## config.mk

```make
export PLATFORM = sky130hd
export DESIGN_NAME = buffered_serial_port_registers
export DESIGN_NICKNAME = d
export VERILOG_FILES = /design/src/rtl/bsp_pkg.sv /design/src/rtl/buffered_serial_port_registers.sv /design/src/rtl/bsp_ram.sv /design/src/rtl/bsp_front.sv /design/src/rtl/bsp_cmd_fifo.sv /design/src/rtl/bsp_back.sv
export SDC_FILE = /design/constraint.sdc
export NUM_CORES = 1
export LEC_CHECK = 0
export BUFFER_PORTS_ARGS = -buffer_cell sky130_fd_sc_hd__buf_2
export CAP_MARGIN = 10
export CORE_ASPECT_RATIO = 1.75
export CORE_MARGIN = 2
export CORE_UTILIZATION = 41
export DETAILED_ROUTE_END_ITERATION = 6
export PLACE_DENSITY_LB_ADDON = 0.12
export SYNTH_ARGS = -nofsm -noshare
export SYNTH_HDL_FRONTEND = slang
export SYNTH_HIERARCHICAL = 1
export SYNTH_SLANG_ARGS = --single-unit
```

## constraint.sdc

```tcl
create_clock -name i_clk -period 5.85 [get_ports i_clk]
set_input_delay 0.2925 -clock i_clk [delete_from_list [all_inputs] [get_ports i_clk]]
set_output_delay 0.2925 -clock i_clk [all_outputs]
set_load 0.1 [all_outputs]
```

## src/rtl/bsp_pkg.sv

```systemverilog
// Package for the buffered serial port: depths, codes, command type and back-end states.
package bsp_pkg;

    localparam int RX_DEPTH = 16;
    localparam int TX_DEPTH = 16;
    localparam int RX_AW    = $clog2(RX_DEPTH);
    localparam int RX_CW    = $clog2(RX_DEPTH + 1);
    localparam int TX_AW    = $clog2(TX_DEPTH);
    localparam int TX_CW    = $clog2(TX_DEPTH + 1);

    localparam int CQ_DEPTH = 2;
    localparam int CQ_AW    = $clog2(CQ_DEPTH);
    localparam int CQ_CW    = $clog2(CQ_DEPTH + 1);

    localparam logic [1:0] MODE_READ  = 2'd0;
    localparam logic [1:0] MODE_WRITE = 2'd1;
    localparam logic [1:0] MODE_POLL  = 2'd2;

    localparam logic REG_COUNT = 1'b0;
    localparam logic REG_DATA  = 1'b1;

    localparam logic [7:0] EMPTY_BYTE = 8'hff;

    typedef enum logic [2:0] {
        CMD_COUNT,
        CMD_POP,
        CMD_WRITE,
        CMD_POLL,
        CMD_NOP
    } t_cmd_kind;

    typedef struct packed {
        t_cmd_kind  kind;
        logic [7:0] data;
        logic       rx_present;
    } t_cmd;

    typedef enum logic [1:0] {
        BK_IDLE,
        BK_RDWAIT,
        BK_OUT
    } t_bk_state;

endpackage

```

## src/rtl/buffered_serial_port_registers.sv

```systemverilog
// Buffered serial port registers: receive and transmit byte FIFOs behind a bus.
// Commands pass through the command queue to the back end, which registers each result;
// a popped or polled byte reaches the result register from the registered RAM read.
// A poll drains bytes one by one (result register, then next RAM read); the back end ends
// each command before taking the next. A 2-entry command queue decouples input.
// Reset (synchronous, active low) empties both FIFOs and the command queue.
module buffered_serial_port_registers (
    input  logic       i_clk,
    input  logic       i_rst_n,
    input  logic       i_valid,
    output logic       o_ready,
    input  logic [1:0] i_mode,
    input  logic       i_reg_select,
    input  logic [7:0] i_write_data,
    input  logic       i_rx_present,
    input  logic [7:0] i_rx_byte,
    output logic       o_valid,
    input  logic       i_ready,
    output logic [7:0] o_read_data,
    output logic       o_read_empty_error,
    output logic       o_tx_valid,
    output logic [7:0] o_tx_line_byte,
    output logic       o_tx_overflow,
    output logic       o_rx_overflow,
    output logic       o_last
);

    bsp_pkg::t_cmd front_cmd;
    bsp_pkg::t_cmd queue_cmd;
    logic          q_full, q_nonempty, q_pop;

    bsp_front u_front (
        .i_mode       (i_mode),
        .i_reg_select (i_reg_select),
        .i_write_data (i_write_data),
        .i_rx_present (i_rx_present),
        .i_rx_byte    (i_rx_byte),
        .o_cmd        (front_cmd)
    );

    assign o_ready = !q_full;

    bsp_cmd_fifo u_queue (
        .i_clk      (i_clk),
        .i_rst_n    (i_rst_n),
        .i_push     (i_valid && !q_full),
        .i_cmd      (front_cmd),
        .o_full     (q_full),
        .i_pop      (q_pop),
        .o_nonempty (q_nonempty),
        .o_cmd      (queue_cmd)
    );

    bsp_back u_back (
        .i_clk              (i_clk),
        .i_rst_n            (i_rst_n),
        .i_cmd_nonempty     (q_nonempty),
        .i_cmd              (queue_cmd),
        .o_cmd_pop          (q_pop),
        .o_valid            (o_valid),
        .i_ready            (i_ready),
        .o_read_data        (o_read_data),
        .o_read_empty_error (o_read_empty_error),
        .o_tx_valid         (o_tx_valid),
        .o_tx_line_byte     (o_tx_line_byte),
        .o_tx_overflow      (o_tx_overflow),
        .o_rx_overflow      (o_rx_overflow),
        .o_last             (o_last)
    );

endmodule

```

## src/rtl/bsp_ram.sv

```systemverilog
// Generic single-write, single-read RAM with registered read data.
module bsp_ram #(
    parameter int WIDTH = 8,
    parameter int DEPTH = 16
) (
    input  logic                     i_clk,
    input  logic                     i_we,
    input  logic [$clog2(DEPTH)-1:0] i_waddr,
    input  logic [WIDTH-1:0]         i_wdata,
    input  logic [$clog2(DEPTH)-1:0] i_raddr,
    output logic [WIDTH-1:0]         o_rdata
);

    logic [WIDTH-1:0] r_mem [DEPTH];
    logic [WIDTH-1:0] r_rdata;

    always_ff @(posedge i_clk) begin
        if (i_we) begin
            r_mem[i_waddr] <= i_wdata;
        end
        r_rdata <= r_mem[i_raddr];
    end

    assign o_rdata = r_rdata;

endmodule

```

## src/rtl/bsp_front.sv

```systemverilog
// Front end: takes bus and line-poll transactions and turns them into commands.
module bsp_front (
    input  logic [1:0]      i_mode,
    input  logic            i_reg_select,
    input  logic [7:0]      i_write_data,
    input  logic            i_rx_present,
    input  logic [7:0]      i_rx_byte,
    output bsp_pkg::t_cmd   o_cmd
);

    always_comb begin
        o_cmd.data       = 8'h00;
        o_cmd.rx_present = 1'b0;
        unique case (i_mode)
            bsp_pkg::MODE_READ: begin
                o_cmd.kind = (i_reg_select == bsp_pkg::REG_COUNT) ?
                             bsp_pkg::CMD_COUNT : bsp_pkg::CMD_POP;
            end
            bsp_pkg::MODE_WRITE: begin
                o_cmd.kind = bsp_pkg::CMD_WRITE;
                o_cmd.data = i_write_data;
            end
            bsp_pkg::MODE_POLL: begin
                o_cmd.kind       = bsp_pkg::CMD_POLL;
                o_cmd.data       = i_rx_byte;
                o_cmd.rx_present = i_rx_present;
            end
            default: begin
                o_cmd.kind = bsp_pkg::CMD_NOP;
            end
        endcase
    end

endmodule

```

## src/rtl/bsp_cmd_fifo.sv

```systemverilog
// Short command queue between the front end and the back end.
module bsp_cmd_fifo (
    input  logic            i_clk,
    input  logic            i_rst_n,
    input  logic            i_push,
    input  bsp_pkg::t_cmd   i_cmd,
    output logic            o_full,
    input  logic            i_pop,
    output logic            o_nonempty,
    output bsp_pkg::t_cmd   o_cmd
);

    bsp_pkg::t_cmd                 r_mem [bsp_pkg::CQ_DEPTH];
    logic [bsp_pkg::CQ_AW-1:0]     r_wptr, n_wptr;
    logic [bsp_pkg::CQ_AW-1:0]     r_rptr, n_rptr;
    logic [bsp_pkg::CQ_CW-1:0]     r_cnt,  n_cnt;

    function automatic logic [bsp_pkg::CQ_AW-1:0] ptr_inc(input logic [bsp_pkg::CQ_AW-1:0] p);
        ptr_inc = (p == bsp_pkg::CQ_AW'(bsp_pkg::CQ_DEPTH - 1)) ?
                  '0 : p + bsp_pkg::CQ_AW'(1);
    endfunction

    assign o_full     = (r_cnt == bsp_pkg::CQ_CW'(bsp_pkg::CQ_DEPTH));
    assign o_nonempty = (r_cnt != '0);
    assign o_cmd      = r_mem[r_rptr];

    always_comb begin
        n_wptr = i_push ? ptr_inc(r_wptr) : r_wptr;
        n_rptr = i_pop  ? ptr_inc(r_rptr) : r_rptr;
        n_cnt  = r_cnt;
        if (i_push && !i_pop) begin
            n_cnt = r_cnt + bsp_pkg::CQ_CW'(1);
        end else if (i_pop && !i_push) begin
            n_cnt = r_cnt - bsp_pkg::CQ_CW'(1);
        end
    end

    always_ff @(posedge i_clk) begin
        if (!i_rst_n) begin
            r_wptr <= '0;
            r_rptr <= '0;
            r_cnt  <= '0;
        end else begin
            r_wptr <= n_wptr;
            r_rptr <= n_rptr;
            r_cnt  <= n_cnt;
        end
    end

    always_ff @(posedge i_clk) begin
        if (i_push) begin
            r_mem[r_wptr] <= i_cmd;
        end
    end

endmodule

```

## src/rtl/bsp_back.sv

```systemverilog
// Back end: owns both byte FIFOs, executes commands and holds the result register.
module bsp_back (
    input  logic            i_clk,
    input  logic            i_rst_n,
    input  logic            i_cmd_nonempty,
    input  bsp_pkg::t_cmd   i_cmd,
    output logic            o_cmd_pop,
    output logic            o_valid,
    input  logic            i_ready,
    output logic [7:0]      o_read_data,
    output logic            o_read_empty_error,
    output logic            o_tx_valid,
    output logic [7:0]      o_tx_line_byte,
    output logic            o_tx_overflow,
    output logic            o_rx_overflow,
    output logic            o_last
);

    localparam int RXS = bsp_pkg::RX_CW + 1;
    localparam int TXS = bsp_pkg::TX_CW + 1;

    bsp_pkg::t_bk_state           r_state, n_state;
    logic [bsp_pkg::RX_AW-1:0]    r_rx_head, n_rx_head;
    logic [bsp_pkg::RX_CW-1:0]    r_rx_count, n_rx_count;
    logic [bsp_pkg::TX_AW-1:0]    r_tx_head, n_tx_head;
    logic [bsp_pkg::TX_CW-1:0]    r_tx_count, n_tx_count;

    // result register and drain bookkeeping (no reset needed)
    logic       r_src_tx, n_src_tx;
    logic       r_rxo_pend, n_rxo_pend;
    logic [7:0] r_read_data, n_read_data;
    logic       r_err, n_err;
    logic       r_txv, n_txv;
    logic [7:0] r_txb, n_txb;
    logic       r_txo, n_txo;
    logic       r_rxo, n_rxo;
    logic       r_last, n_last;

    logic                      rx_we, tx_we;
    logic [bsp_pkg::RX_AW-1:0] rx_waddr;
    logic [bsp_pkg::TX_AW-1:0] tx_waddr;
    logic [7:0]                rx_rdata, tx_rdata;
    logic [RXS-1:0]            rx_sum;
    logic [TXS-1:0]            tx_sum;
    logic                      rx_full, tx_full, rx_empty, tx_empty;
    logic                      take;

    bsp_ram #(.WIDTH(8), .DEPTH(bsp_pkg::RX_DEPTH)) u_rx_ram (
        .i_clk   (i_clk),
        .i_we    (rx_we),
        .i_waddr (rx_waddr),
        .i_wdata (i_cmd.data),
        .i_raddr (r_rx_head),
        .o_rdata (rx_rdata)
    );

    bsp_ram #(.WIDTH(8), .DEPTH(bsp_pkg::TX_DEPTH)) u_tx_ram (
        .i_clk   (i_clk),
        .i_we    (tx_we),
        .i_waddr (tx_waddr),
        .i_wdata (i_cmd.data),
        .i_raddr (r_tx_head),
        .o_rdata (tx_rdata)
    );

    assign rx_full  = (r_rx_count == bsp_pkg::RX_CW'(bsp_pkg::RX_DEPTH));
    assign tx_full  = (r_tx_count == bsp_pkg::TX_CW'(bsp_pkg::TX_DEPTH));
    assign rx_empty = (r_rx_count == '0);
    assign tx_empty = (r_tx_count == '0);
    assign take     = (r_state == bsp_pkg::BK_IDLE) && i_cmd_nonempty;

    // tail = (head + count) mod depth; the sum stays below twice the depth
    always_comb begin
        rx_sum = RXS'(r_rx_head) + RXS'(r_rx_count);
        if (rx_sum >= RXS'(bsp_pkg::RX_DEPTH)) begin
            rx_sum = rx_sum - RXS'(bsp_pkg::RX_DEPTH);
        end
        rx_waddr = rx_sum[bsp_pkg::RX_AW-1:0];
        tx_sum = TXS'(r_tx_head) + TXS'(r_tx_count);
        if (tx_sum >= TXS'(bsp_pkg::TX_DEPTH)) begin
            tx_sum = tx_sum - TXS'(bsp_pkg::TX_DEPTH);
        end
        tx_waddr = tx_sum[bsp_pkg::TX_AW-1:0];
    end

    function automatic logic [bsp_pkg::RX_AW-1:0] rx_inc(input logic [bsp_pkg::RX_AW-1:0] p);
        rx_inc = (p == bsp_pkg::RX_AW'(bsp_pkg::RX_DEPTH - 1)) ?
                 '0 : p + bsp_pkg::RX_AW'(1);
    endfunction

    function automatic logic [bsp_pkg::TX_AW-1:0] tx_inc(input logic [bsp_pkg::TX_AW-1:0] p);
        tx_inc = (p == bsp_pkg::TX_AW'(bsp_pkg::TX_DEPTH - 1)) ?
                 '0 : p + bsp_pkg::TX_AW'(1);
    endfunction

    // next state
    always_comb begin
        n_state = r_state;
        unique case (r_state)
            bsp_pkg::BK_IDLE: begin
                if (take) begin
                    if ((i_cmd.kind == bsp_pkg::CMD_POP && !rx_empty) ||
                        (i_cmd.kind == bsp_pkg::CMD_POLL && !tx_empty)) begin
                        n_state = bsp_pkg::BK_RDWAIT;
                    end else begin
                        n_state = bsp_pkg::BK_OUT;
                    end
                end
            end
            bsp_pkg::BK_RDWAIT: begin
                n_state = bsp_pkg::BK_OUT;
            end
            bsp_pkg::BK_OUT: begin
                if (i_ready) begin
                    n_state = r_last ? bsp_pkg::BK_IDLE : bsp_pkg::BK_RDWAIT;
                end
            end
            default: begin
                n_state = bsp_pkg::BK_IDLE;
            end
        endcase
    end

    // datapath and FIFO control
    always_comb begin
        n_rx_head   = r_rx_head;
        n_rx_count  = r_rx_count;
        n_tx_head   = r_tx_head;
        n_tx_count  = r_tx_count;
        n_src_tx    = r_src_tx;
        n_rxo_pend  = r_rxo_pend;
        n_read_data = r_read_data;
        n_err       = r_err;
        n_txv       = r_txv;
        n_txb       = r_txb;
        n_txo       = r_txo;
        n_rxo       = r_rxo;
        n_last      = r_last;
        rx_we       = 1'b0;
        tx_we       = 1'b0;
        o_cmd_pop   = take;

        unique case (r_state)
            bsp_pkg::BK_IDLE: begin
                if (take) begin
                    n_read_data = 8'h00;
                    n_err       = 1'b0;
                    n_txv       = 1'b0;
                    n_txb       = 8'h00;
                    n_txo       = 1'b0;
                    n_rxo       = 1'b0;
                    n_last      = 1'b1;
                    unique case (i_cmd.kind)
                        bsp_pkg::CMD_COUNT: begin
                            n_read_data = 8'(r_rx_count);
                        end
                        bsp_pkg::CMD_POP: begin
                            if (rx_empty) begin
                                n_read_data = bsp_pkg::EMPTY_BYTE;
                                n_err       = 1'b1;
                            end else begin
                                n_src_tx   = 1'b0;
                                n_rx_head  = rx_inc(r_rx_head);
                                n_rx_count = r_rx_count - bsp_pkg::RX_CW'(1);
                            end
                        end
                        bsp_pkg::CMD_WRITE: begin
                            if (tx_full) begin
                                n_txo = 1'b1;
                            end else begin
                                tx_we      = 1'b1;
                                n_tx_count = r_tx_count + bsp_pkg::TX_CW'(1);
                            end
                        end
                        bsp_pkg::CMD_POLL: begin
                            if (i_cmd.rx_present && !rx_full) begin
                                rx_we      = 1'b1;
                                n_rx_count = r_rx_count + bsp_pkg::RX_CW'(1);
                            end
                            n_rxo      = i_cmd.rx_present && rx_full;
                            n_rxo_pend = i_cmd.rx_present && rx_full;
                            if (!tx_empty) begin
                                n_src_tx   = 1'b1;
                                n_tx_head  = tx_inc(r_tx_head);
                                n_tx_count = r_tx_count - bsp_pkg::TX_CW'(1);
                            end
                        end
                        default: begin
                        end
                    endcase
                end
            end
            bsp_pkg::BK_RDWAIT: begin
                // RAM data for the head read issued last cycle is now valid
                if (r_src_tx) begin
                    n_read_data = 8'h00;
                    n_err       = 1'b0;
                    n_txv       = 1'b1;
                    n_txb       = tx_rdata;
                    n_txo       = 1'b0;
                    n_rxo       = r_rxo_pend;
                    n_last      = tx_empty;
                    n_rxo_pend  = 1'b0;
                end else begin
                    n_read_data = rx_rdata;
                    n_last      = 1'b1;
                end
            end
            bsp_pkg::BK_OUT: begin
                if (i_ready && !r_last) begin
                    n_tx_head  = tx_inc(r_tx_head);
                    n_tx_count = r_tx_count - bsp_pkg::TX_CW'(1);
                end
            end
            default: begin
            end
        endcase
    end

    always_ff @(posedge i_clk) begin
        if (!i_rst_n) begin
            r_state    <= bsp_pkg::BK_IDLE;
            r_rx_head  <= '0;
            r_rx_count <= '0;
            r_tx_head  <= '0;
            r_tx_count <= '0;
        end else begin
            r_state    <= n_state;
            r_rx_head  <= n_rx_head;
            r_rx_count <= n_rx_count;
            r_tx_head  <= n_tx_head;
            r_tx_count <= n_tx_count;
        end
    end

    always_ff @(posedge i_clk) begin
        r_src_tx    <= n_src_tx;
        r_rxo_pend  <= n_rxo_pend;
        r_read_data <= n_read_data;
        r_err       <= n_err;
        r_txv       <= n_txv;
        r_txb       <= n_txb;
        r_txo       <= n_txo;
        r_rxo       <= n_rxo;
        r_last      <= n_last;
    end

    assign o_valid            = (r_state == bsp_pkg::BK_OUT);
    assign o_read_data        = r_read_data;
    assign o_read_empty_error = r_err;
    assign o_tx_valid         = r_txv;
    assign o_tx_line_byte     = r_txb;
    assign o_tx_overflow      = r_txo;
    assign o_rx_overflow      = r_rxo;
    assign o_last             = r_last;

endmodule

```

# == Yosys cells after proc, flatten, opt, wreduce, memory -nomap -nowiden ==
# Memory sizes are Yosys's and may differ from the RTL's. A register that Yosys moved wholly into a read port is not among the register bits.
# Index checks and enable logic that the tools add are counted.
# totals
reg_bits,47
out_inout_bits,23
word_cells,177
n_memories,3
input_bits,24
mem_bits_rw,280
# memory_table
memory,words,word_bits,rd,rd_clocked_by_memory_dff,write_ports,line_no,rtl
u_back.u_rx_ram.r_mem,16,8,1,1,1,bsp_ram.sv:14,logic [WIDTH-1:0] r_mem [DEPTH];
u_back.u_tx_ram.r_mem,16,8,1,1,1,bsp_ram.sv:14,
u_queue.r_mem,2,12,1,1,1,bsp_cmd_fifo.sv:13,bsp_pkg::t_cmd r_mem [bsp_pkg::CQ_DEPTH];
# op_classes
reduce_logical,36
muxes,80
order_cmp,2
add_sub_neg,14
eq_ne,24
n_bitwise,1
# ops
cell,count
$pmux 8 s2,4
$mux 8,5
$mux 1,39
$mux 4,8
$mux 5,6
$pmux 5 s2,3
$reduce_and 5->1,3
$pmux 1 s2,7
$add 4x5->6,2
$ge 6x5->1 const B,2
$ne 2x2->1 const B,6
$add 5x1->5 const B,2
$eq 5x5->1 const B,2
$logic_not 5->1,2
$mux 2,5
$reduce_bool 2->1,5
$sub 5x1->5 const B,2
$logic_and 1x1->1,9
$ne 3x3->1 const B,3
$pmux 3 s3,1
$add 4x1->4 const B,2
$eq 4x4->1 const B,2
$pmux 4 s2,1
$reduce_and 4->1,2
other kinds (18),34

# == Longest topological paths before layout ==
# Gate-level depths: netlist of run 1.
# depth
word_depth,9
mapped_depth,12
depth_no_buf,10

# == Hierarchy ==
# Netlist of run 1, hierarchy kept.
# by_module_without_submodules
module,seq_area_each_um2,n_inst,cells_per_inst,area_per_inst_um2
bsp_ram,4003.8,2,229,5147.4
bsp_back,1091.0,1,236,2481.1
bsp_cmd_fifo,820.8,1,59,1082.3
bsp_front,0.0,1,27,270.3
buffered_serial_port_registers,0.0,1,2,10.0

# == Least setup slack after synthesis of run 1 ==
# No wires, ideal clock.
# synth_timing
path_type,register to register
from,register (tool-made name)
to,memory u_back.u_rx_ram.r_mem[0][0] (enable)
period_less_slack_ns,2.879
slack_ns,2.971
arrival_time_ns,2.496
t_required_ns,5.467
path_stages_with_launch,8
path_buffers,1
setup_time_ns,0.383
path_cell_list,dfxtp_1 buf_2 mux2_2 nor2b_1 nand2_2 and2b_1 or3b_2 nor3_1
# synth_rtl
element,line_no
end: declaration,bsp_ram.sv:14

# == Worst setup path after layout of run 1 ==
# layout_timing
from,register u_back/r_rx_head[0] (netlist bit)
to,memory u_back.u_rx_ram.r_mem[0][5] (enable)
# layout_between
elab_chain_cells,3
word_cells_on_any_way,4
classes_between,2 x add/sub; 1 x order compare; 1 x mux
# layout_lines
element,line_no,rtl
start: declaration,bsp_back.sv:23,"logic [bsp_pkg::RX_AW-1:0] r_rx_head, n_rx_head;"
start signal: assignment,bsp_back.sv:229,r_rx_head <= n_rx_head;
$add 4x5->6 *,bsp_back.sv:74,rx_sum = RXS'(r_rx_head) + RXS'(r_rx_count);
$ge 6x5->1 / $sub 4x1->4 (equally long branches),"bsp_back.sv:75, bsp_back.sv:76",
$mux 4 *,bsp_back.sv:75,if (rx_sum >= RXS'(bsp_pkg::RX_DEPTH)) begin
named net u_back.rx_sum[2],bsp_back.sv:43,logic [RXS-1:0] rx_sum;
# Mark *: on every way through the listed nets, which the timed path passes. The rest lies on a longest branch.

==> results.yml, run 1 <==
critical_path:
  reg2reg_from: "u_back/r_rx_head[0]"
  r2r_setup_slack_ps: 2380
  start_kind: "flop"
  worstSetupEndpointType: "flop"
  critical_path_required_ps: 6030
  cell_by_cell_listing_of_the_critical_path: "buf_4 > ha_1 > inv_1 > fa_1 > xnor2_1 > or3b_2 > nor3_1"
  wp_data_arrival_ps: 3640
  worst_r2r_endpoint: "u_back/u_rx_ram/r_mem[0][5]"
  r2r_cells: 7
  critical_path.slowest_cell: "sky130_fd_sc_hd__nor3_1"
  worst-path-max-fanout: 37
  critPathMaxStageDelay_ps: 830
  critPathLaunch: "u_back/r_rx_head[0]"
  setup.worst_path.class: "flop to flop"
drt:
  dr.first_iter.drc_count: 441
  wl_per_instance_um: 23.9
  wirelength_um: 31600
  drcViolationCount: 0
  routed_via_density: 5.38
  drt_pass1_iterations: 5
  antenna_violating_nets_post_route: 0
  dr_total_vias: 7112
clocking:
  numCtsBuffers: 31
  cts_hold_repair.buffers: 0
  clk_pin_slew_ps: 70
  clk-insertion-delay-late_ps: 560
  cts_root_buffer: "sky130_fd_sc_hd__clkbuf_16"
  clockBufferDepth: 3
  cts.htree.levels: 1
  cts.sink_count: 344
  post_cts.repair.setup_buffers: 0
  ctsResizeCount: 0
  cts_tree: "yes"
worst_hold_path:
  worstHoldPathCells: 3
  hold_path.startpoint: "i_ready"
  hold-path-endpoint: "u_back/r_state[1]"
  worstHoldPathType: "input port to flop"
yosys:
  ys.warnings.count: 6
  ys_seq_area_share_pct: 70.2
  postSynthNetCount: 827
  synth_area_per_cell_um2: 18.1
  gate_count_post_synth: 782
  synth_ff_type: "sky130_fd_sc_hd__edfxtp_1"
  share_of_flip_flops_with_an_asynchronous_set_or_reset_after_synthesis_pct: 0
  yosys.cell_types.count: 64
  synth-edff-count: 303
  synth.area.top_cells: "sky130_fd_sc_hd__edfxtp_1 64%, sky130_fd_sc_hd__dfxtp_1 5.8%, sky130_fd_sc_hd__mux4_2 5.7%, sky130_fd_sc_hd__mux4_1 5.2%, sky130_fd_sc_hd__a22oi_1 1.7%"
  area_share_of_the_largest_cell_type_after_synthesis_pct: 64.4
  synth_top_area_cell: "sky130_fd_sc_hd__edfxtp_1"
  ys_ff_latch: 344
  netlist_area_um2: 14100
sta:
  layout_min_cycle_time_ps: 3470
  timing.clock.skew_ps: 14.9
  tns_ps: 0
  min_period_over_period_pct: 59.3
  timing_max_transition_violations_final: 0
  worstMarginPinSlew_ps: 1260
  grt_setup_unrepaired: "no"
  timing.fmax_mhz: 288
  timing.final.hold_violations: 0
  finalSetupViolations: 0
  max-slew-margin-rel_pct: 15.0
placed_design:
  dp_hpwl_um: 21400
  buffer_ports.inserted: 46
  replace_congestion: 0.804
  postPlaceCellArea_um2: 14700
global_route:
  grt_antenna_before_repair: 0
  grt_first_pass_wirelength_um: 46500
  groute.usage.overall_pct: 17.7
  grt_start_max_net_pins: 38
  congestion_overflow_gr: 0
  first_global_vias: 7687
power_and_ir_drop:
  power.leakage_nw: 5.19
  power_density_nw_per_um2: 427
  total_power_mw: 6.72
  vdd_ir_drop_max_mv: 0.257
floorplanning:
  std_cell_rows: 90
  die_w_um: 144
  initial_utilization_pct: 41.3
  io_pins: 47
  core-area_um2: 34200
  total_die_area_um2: 36000
  die_height_um: 250
final_layout:
  layout.cells.most_common_list: "303 x sky130_fd_sc_hd__edfxtp_1, 47 x sky130_fd_sc_hd__buf_2, 39 x sky130_fd_sc_hd__nor2_1, 39 x sky130_fd_sc_hd__dfxtp_1, 36 x sky130_fd_sc_hd__mux4_2"
  fin_area_um2: 15700
  mostFrequentLayoutCell: "sky130_fd_sc_hd__edfxtp_1"
  areaGrowthSynthToFinish_pct: 11.2
  final_nets: 882
  drive_gt1_share_pct: 20.9
  insertedDiodeCount: 0
job:
  max_cap_violations: 0
status:
  run_status: "complete, no violations"
-- cell usage after synthesis (7+ instances only) --
cell type / instances
sky130_fd_sc_hd__buf_6: 9
sky130_fd_sc_hd__a22oi_1: 32
sky130_fd_sc_hd__nor2b_2: 8
sky130_fd_sc_hd__nor3_1: 9
sky130_fd_sc_hd__xnor2_1: 8
sky130_fd_sc_hd__and2_1: 15
sky130_fd_sc_hd__dfxtp_1: 41
sky130_fd_sc_hd__mux4_2: 36
sky130_fd_sc_hd__nand2b_1: 10
sky130_fd_sc_hd__mux2_2: 14
sky130_fd_sc_hd__buf_2: 7
sky130_fd_sc_hd__nor2_1: 39
sky130_fd_sc_hd__mux4_1: 28
sky130_fd_sc_hd__xor2_1: 8
sky130_fd_sc_hd__a22oi_2: 8
sky130_fd_sc_hd__nand2_1: 31
sky130_fd_sc_hd__nand3_1: 9
sky130_fd_sc_hd__o21ai_0: 13
sky130_fd_sc_hd__ha_1: 19
sky130_fd_sc_hd__edfxtp_1: 303
sky130_fd_sc_hd__inv_1: 21
sky130_fd_sc_hd__a21oi_1: 16
-- where the power goes --
group          switching (mW)  leakage (nW)  total, mW  internal, mW
Combinational            1.25          1.62       1.64         0.396
Sequential             0.0963          3.10       3.13          3.03
Clock                   0.844         0.471       1.94          1.10
Total                    2.19          5.19       6.72          4.53
-- routing by layer --
layer,global-route usage [%],routed length [um],up-vias
li1,-,-,3226
met1,18.6,11000,3681
met2,34.6,18200,153
met3,2.40,1150,52
met4,6.99,1210,0
met5,0,0,-
-- through the flow --
step	worst slack (ps)	util (%)	instances	hold WS, ps
2_1_floorplan	2970	-	782	410
3_3_place_gp	2470	43.1	1263	470
3_5_place_dp	2390	43.1	1263	487
4_1_cts	2370	45.9	1320	5.91
5_1_grt	2180	45.9	1321	29.7
6_report	2380	45.9	1321	65.0
-- worst max path at each step --
| stage | to | cells after the start |
|---|---|---|
| floorplan | u_back/u_rx_ram/r_mem[0][0] | 7 |
| global placement | u_back/u_rx_ram/r_mem[0][0] | 7 |
| detailed placement | u_back/u_rx_ram/r_mem[0][3] | 7 |
| CTS | u_back/u_rx_ram/r_mem[0][5] | 7 |
| global route | u_back/u_rx_ram/r_mem[0][5] | 6 |
| finish | u_back/u_rx_ram/r_mem[0][5] | 7 |
-- worst max-delay path, delay by kind of cell (launching register included) --
kind,cells,cell delay (ps)
fa+ha+maj,2,650
simple gates,2,1360
buf+inv,2,560
flops,1,310
xor+xnor,1,180
-- state kept, by name (all words and copies together), names as in the netlist, 2 cells and up, named ones only --
| signal | count |
|---|---|
| u_back/u_rx_ram/r_mem | 128 |
| u_back/u_tx_ram/r_mem | 128 |
| u_queue/r_mem | 24 |
| u_back/o_read_data | 8 |
| u_back/o_tx_line_byte | 8 |
| u_back/u_rx_ram/o_rdata | 8 |
| u_back/u_tx_ram/o_rdata | 8 |
| u_back/r_rx_count | 5 |
| u_back/r_tx_count | 5 |
| u_back/r_rx_head | 4 |
| u_back/r_tx_head | 4 |
| u_back/r_state | 2 |
| u_queue/r_cnt | 2 |
-- cells by family after synthesis --
kind of cell / Yosys count / share of synthesized area, %
AO/OA/AOI/OAI: 100 / 5.34
XOR/XNOR: 16 / 0.991
adder cells (fa/ha/maj): 21 / 1.96
buffers and inverters: 51 / 2.27
flip-flops: 344 / 70.2
multiplexers: 84 / 12.5
AND/OR/NAND/NOR: 166 / 6.80
-- layout make-up --
class	count	area, um2
fillers	2978	18500
flip-flops and latches	344	9920
multi-input cells	387	3900
clock buffers	47	897
well taps	460	576
repair buffers	51	265
clock inverters	10	86.3
inverters	22	83.8
(Power assumes the default switching activity.)
==> run 2: changes to the inputs <==
--- a/config.mk
+++ b/config.mk
@@ -5,6 +5,7 @@
 export SDC_FILE = /design/constraint.sdc
 export NUM_CORES = 1
 export LEC_CHECK = 0
+export ABC_AREA = 1
 export BUFFER_PORTS_ARGS = -buffer_cell sky130_fd_sc_hd__buf_2
 export CAP_MARGIN = 10
 export CORE_ASPECT_RATIO = 1.75
==> constraint.sdc (replaced) <==
create_clock -name i_clk -period 2.95 [get_ports i_clk]
set_input_delay 0.1475 -clock i_clk [delete_from_list [all_inputs] [get_ports i_clk]]
set_output_delay 0.1475 -clock i_clk [all_outputs]
set_load 0.1 [all_outputs]
==> run 2 against run 1 <==
  * Register-to-register slack got worse by 1900 ps
  * Count of clock-buffer cells in the layout fell by 4
  * Combinational power rose to 3.2 times the previous value
  * Cell count rose by 63%
  * Maximum frequency rose by 38%
  * Cell area rose by 12%
  * Via count rose by 47%
  * Power rose by 140%
  * Largest cell class unchanged
==> results.yml, run 2 <==
drt:
  drcViolationCount: 0
  wirelength_um: 39100
  dr.first_iter.drc_count: 528
  drt_pass1_iterations: 5
  wl_per_instance_um: 18.2
  antenna_violating_nets_post_route: 0
  dr_total_vias: 10400
  routed_via_density: 4.86
placed_design:
  replace_congestion: 0.896
  placed_cells_incl_taps: 2068
  postPlaceCellArea_um2: 16300
  dp_hpwl_um: 25700
  buffer_ports.inserted: 46
  dpl_worst_slack_ps: 441
yosys:
  postSynthNetCount: 1593
  ys_ff_latch: 344
  share_of_flip_flops_with_an_asynchronous_set_or_reset_after_synthesis_pct: 0
  synth.area.mux_share_pct: 1.11
  synth_area_per_cell_um2: 10.0
  synth.area.top_cells: "sky130_fd_sc_hd__edfxtp_1 59%, sky130_fd_sc_hd__nand2_1 11%, sky130_fd_sc_hd__nand3_1 7.0%, sky130_fd_sc_hd__inv_1 6.4%, sky130_fd_sc_hd__dfxtp_1 5.3%"
  yosys.cell_types.count: 39
  synth_top_area_cell: "sky130_fd_sc_hd__edfxtp_1"
  ys_seq_area_share_pct: 64.0
  synth-edff-count: 303
  synth_top_family_by_area: "simple AND/OR/NAND/NOR gates"
  synth_ff_type: "sky130_fd_sc_hd__edfxtp_1"
  area_share_of_the_largest_cell_type_after_synthesis_pct: 58.7
  netlist_area_um2: 15500
  ys.warnings.count: 6
  gate_count_post_synth: 1548
  synth_compound_area_share_pct: 2.06
  yosys.area_share.simple_pct: 21.1
  yosys-top-cells-count: "447 x sky130_fd_sc_hd__nand2_1, 303 x sky130_fd_sc_hd__edfxtp_1, 266 x sky130_fd_sc_hd__inv_1"
  synth_fa_ha_area_share_pct: 1.79
  post-synth-top-count-cell: "sky130_fd_sc_hd__nand2_1"
  synthXorXnorAreaFrac_pct: 0.678
floorplanning:
  std_cell_rows: 94
  core-area_um2: 37400
  initial_utilization_pct: 41.5
  die_height_um: 261
  die_w_um: 151
  total_die_area_um2: 39500
  io_pins: 47
final_layout:
  drive_gt1_share_pct: 11.6
  final_nets: 1692
  multi_input_area_um2: 4150
  mostFrequentLayoutCell: "sky130_fd_sc_hd__nand2_1"
  fillerInstances: 3538
  fin_area_um2: 17600
  reg.largest.list: "u_back/u_rx_ram/r_mem (128), u_back/u_tx_ram/r_mem (128), u_queue/r_mem (24)"
  layout.cells.most_common_list: "447 x sky130_fd_sc_hd__nand2_1, 303 x sky130_fd_sc_hd__edfxtp_1, 266 x sky130_fd_sc_hd__inv_1, 216 x sky130_fd_sc_hd__nand3_1, 72 x sky130_fd_sc_hd__nor2_1"
  ff_latch_area_um2: 9920
  insertedDiodeCount: 0
  areaGrowthSynthToFinish_pct: 13.6
  fin_cells: 2149
clocking:
  cts_root_buffer: "sky130_fd_sc_hd__clkbuf_16"
  cts.sink_count: 344
  post_cts.repair.setup_buffers: 0
  cts_tree: "yes"
  clk_pin_slew_ps: 60
  cts.htree.levels: 2
  numCtsBuffers: 34
  clockBufferDepth: 3
  clk-insertion-delay-late_ps: 530
  ctsResizeCount: 0
  cts_hold_repair.buffers: 23
power_and_ir_drop:
  power.leakage_nw: 7.52
  vdd_ir_drop_max_mv: 0.505
  total_power_mw: 15.8
  power_density_nw_per_um2: 897
sta:
  min_period_over_period_pct: 85.2
  finalSetupViolations: 0
  timing_max_transition_violations_final: 0
  timing.final.hold_violations: 0
  grt_setup_unrepaired: "no"
  timing.clock.skew_ps: 24.7
  layout_min_cycle_time_ps: 2510
  tns_ps: 0
  worst_slack_ps: 435
  max-slew-margin-rel_pct: 39.8
  worstMarginPinSlew_ps: 892
  timing.fmax_mhz: 398
critical_path:
  worstSetupEndpointType: "flop"
  wp_data_arrival_ps: 2670
  setup.worst_path.class: "flop to flop"
  r2r_cells: 9
  start_kind: "flop"
  worst-path-max-fanout: 8
  critical_path_required_ps: 3100
global_route:
  grt_first_pass_wirelength_um: 59400
  groute.usage.overall_pct: 20.3
  first_global_vias: 10500
  grt_antenna_before_repair: 1
  congestion_overflow_gr: 0
  grt_start_max_net_pins: 70
job:
  max_cap_violations: 0
status:
  run_status: "complete, no violations"
worst_hold_path:
  worstHoldPathType: "input port to flop"
  worstHoldPathCells: 2
-- run 2: final timing paths --
kind / startpoint / slack [ps] / endpoint
max reg2reg: flop / 440 / u_back/u_rx_ram/r_mem[8][4]
min reg2reg: u_queue/r_rptr / 500 / u_queue/r_rptr
min: i_mode[0] / 30 / u_queue/r_mem[1][11]
max: flop / 440 / u_back/u_rx_ram/r_mem[8][4]
-- run 2: cells by family after synthesis --
| logic type | count (synthesis) |
|---|---|
| AOI/OAI and AO/OA | 55 |
| and+or+nand+nor | 769 |
| adders and majority gates | 21 |
| buffers and inverters | 335 |
| DFF | 344 |
| muxes | 12 |
| xor gates and xnor gates | 12 |
-- run 2: per-stage QoR --
step                      hold WS, ps  utilization, %
final                            26.3            47.1
after global placement            439            43.7
after detailed placement          446            43.7
after global routing             9.78            47.1
after floorplan                   268               -
after CTS                        5.52            47.1
-- run 2: layout make-up --
type                            instances  area share, %
Sequential cell                       344           56.3
Multi-Input combinational cell        869           23.6
Inverter                              279           5.95
Clock buffer                           43           5.26
Timing Repair Buffer                  119           4.74
Tap cell                              480           3.41
Clock inverter                         15          0.746
-- run 2: report_power, final --
group / internal, mW / switching [mW]
sequential: 6.20 / 0.186
combinational: 1.16 / 4.07
clock: 2.40 / 1.80
-- run 2: layer usage --
metal	track usage (%)	vias to the layer above	wire, um
met5	0	-	0
met4	10.7	0	2080
met3	2.61	92	1210
met2	38.7	226	21300
met1	21.4	4925	14600
li1	-	5193	-
-- run 2: worst max-delay path, stage by stage (launching register included) --
cell and delay, ps:
sky130_fd_sc_hd__dfxtp_1 390, sky130_fd_sc_hd__mux2_4 330, sky130_fd_sc_hd__inv_2 80, sky130_fd_sc_hd__nand2_1 100, sky130_fd_sc_hd__nor2_4 140, sky130_fd_sc_hd__inv_2 50
sky130_fd_sc_hd__nor3_1 170, sky130_fd_sc_hd__buf_4 180, sky130_fd_sc_hd__nand3b_1 150, sky130_fd_sc_hd__nor2_1 560
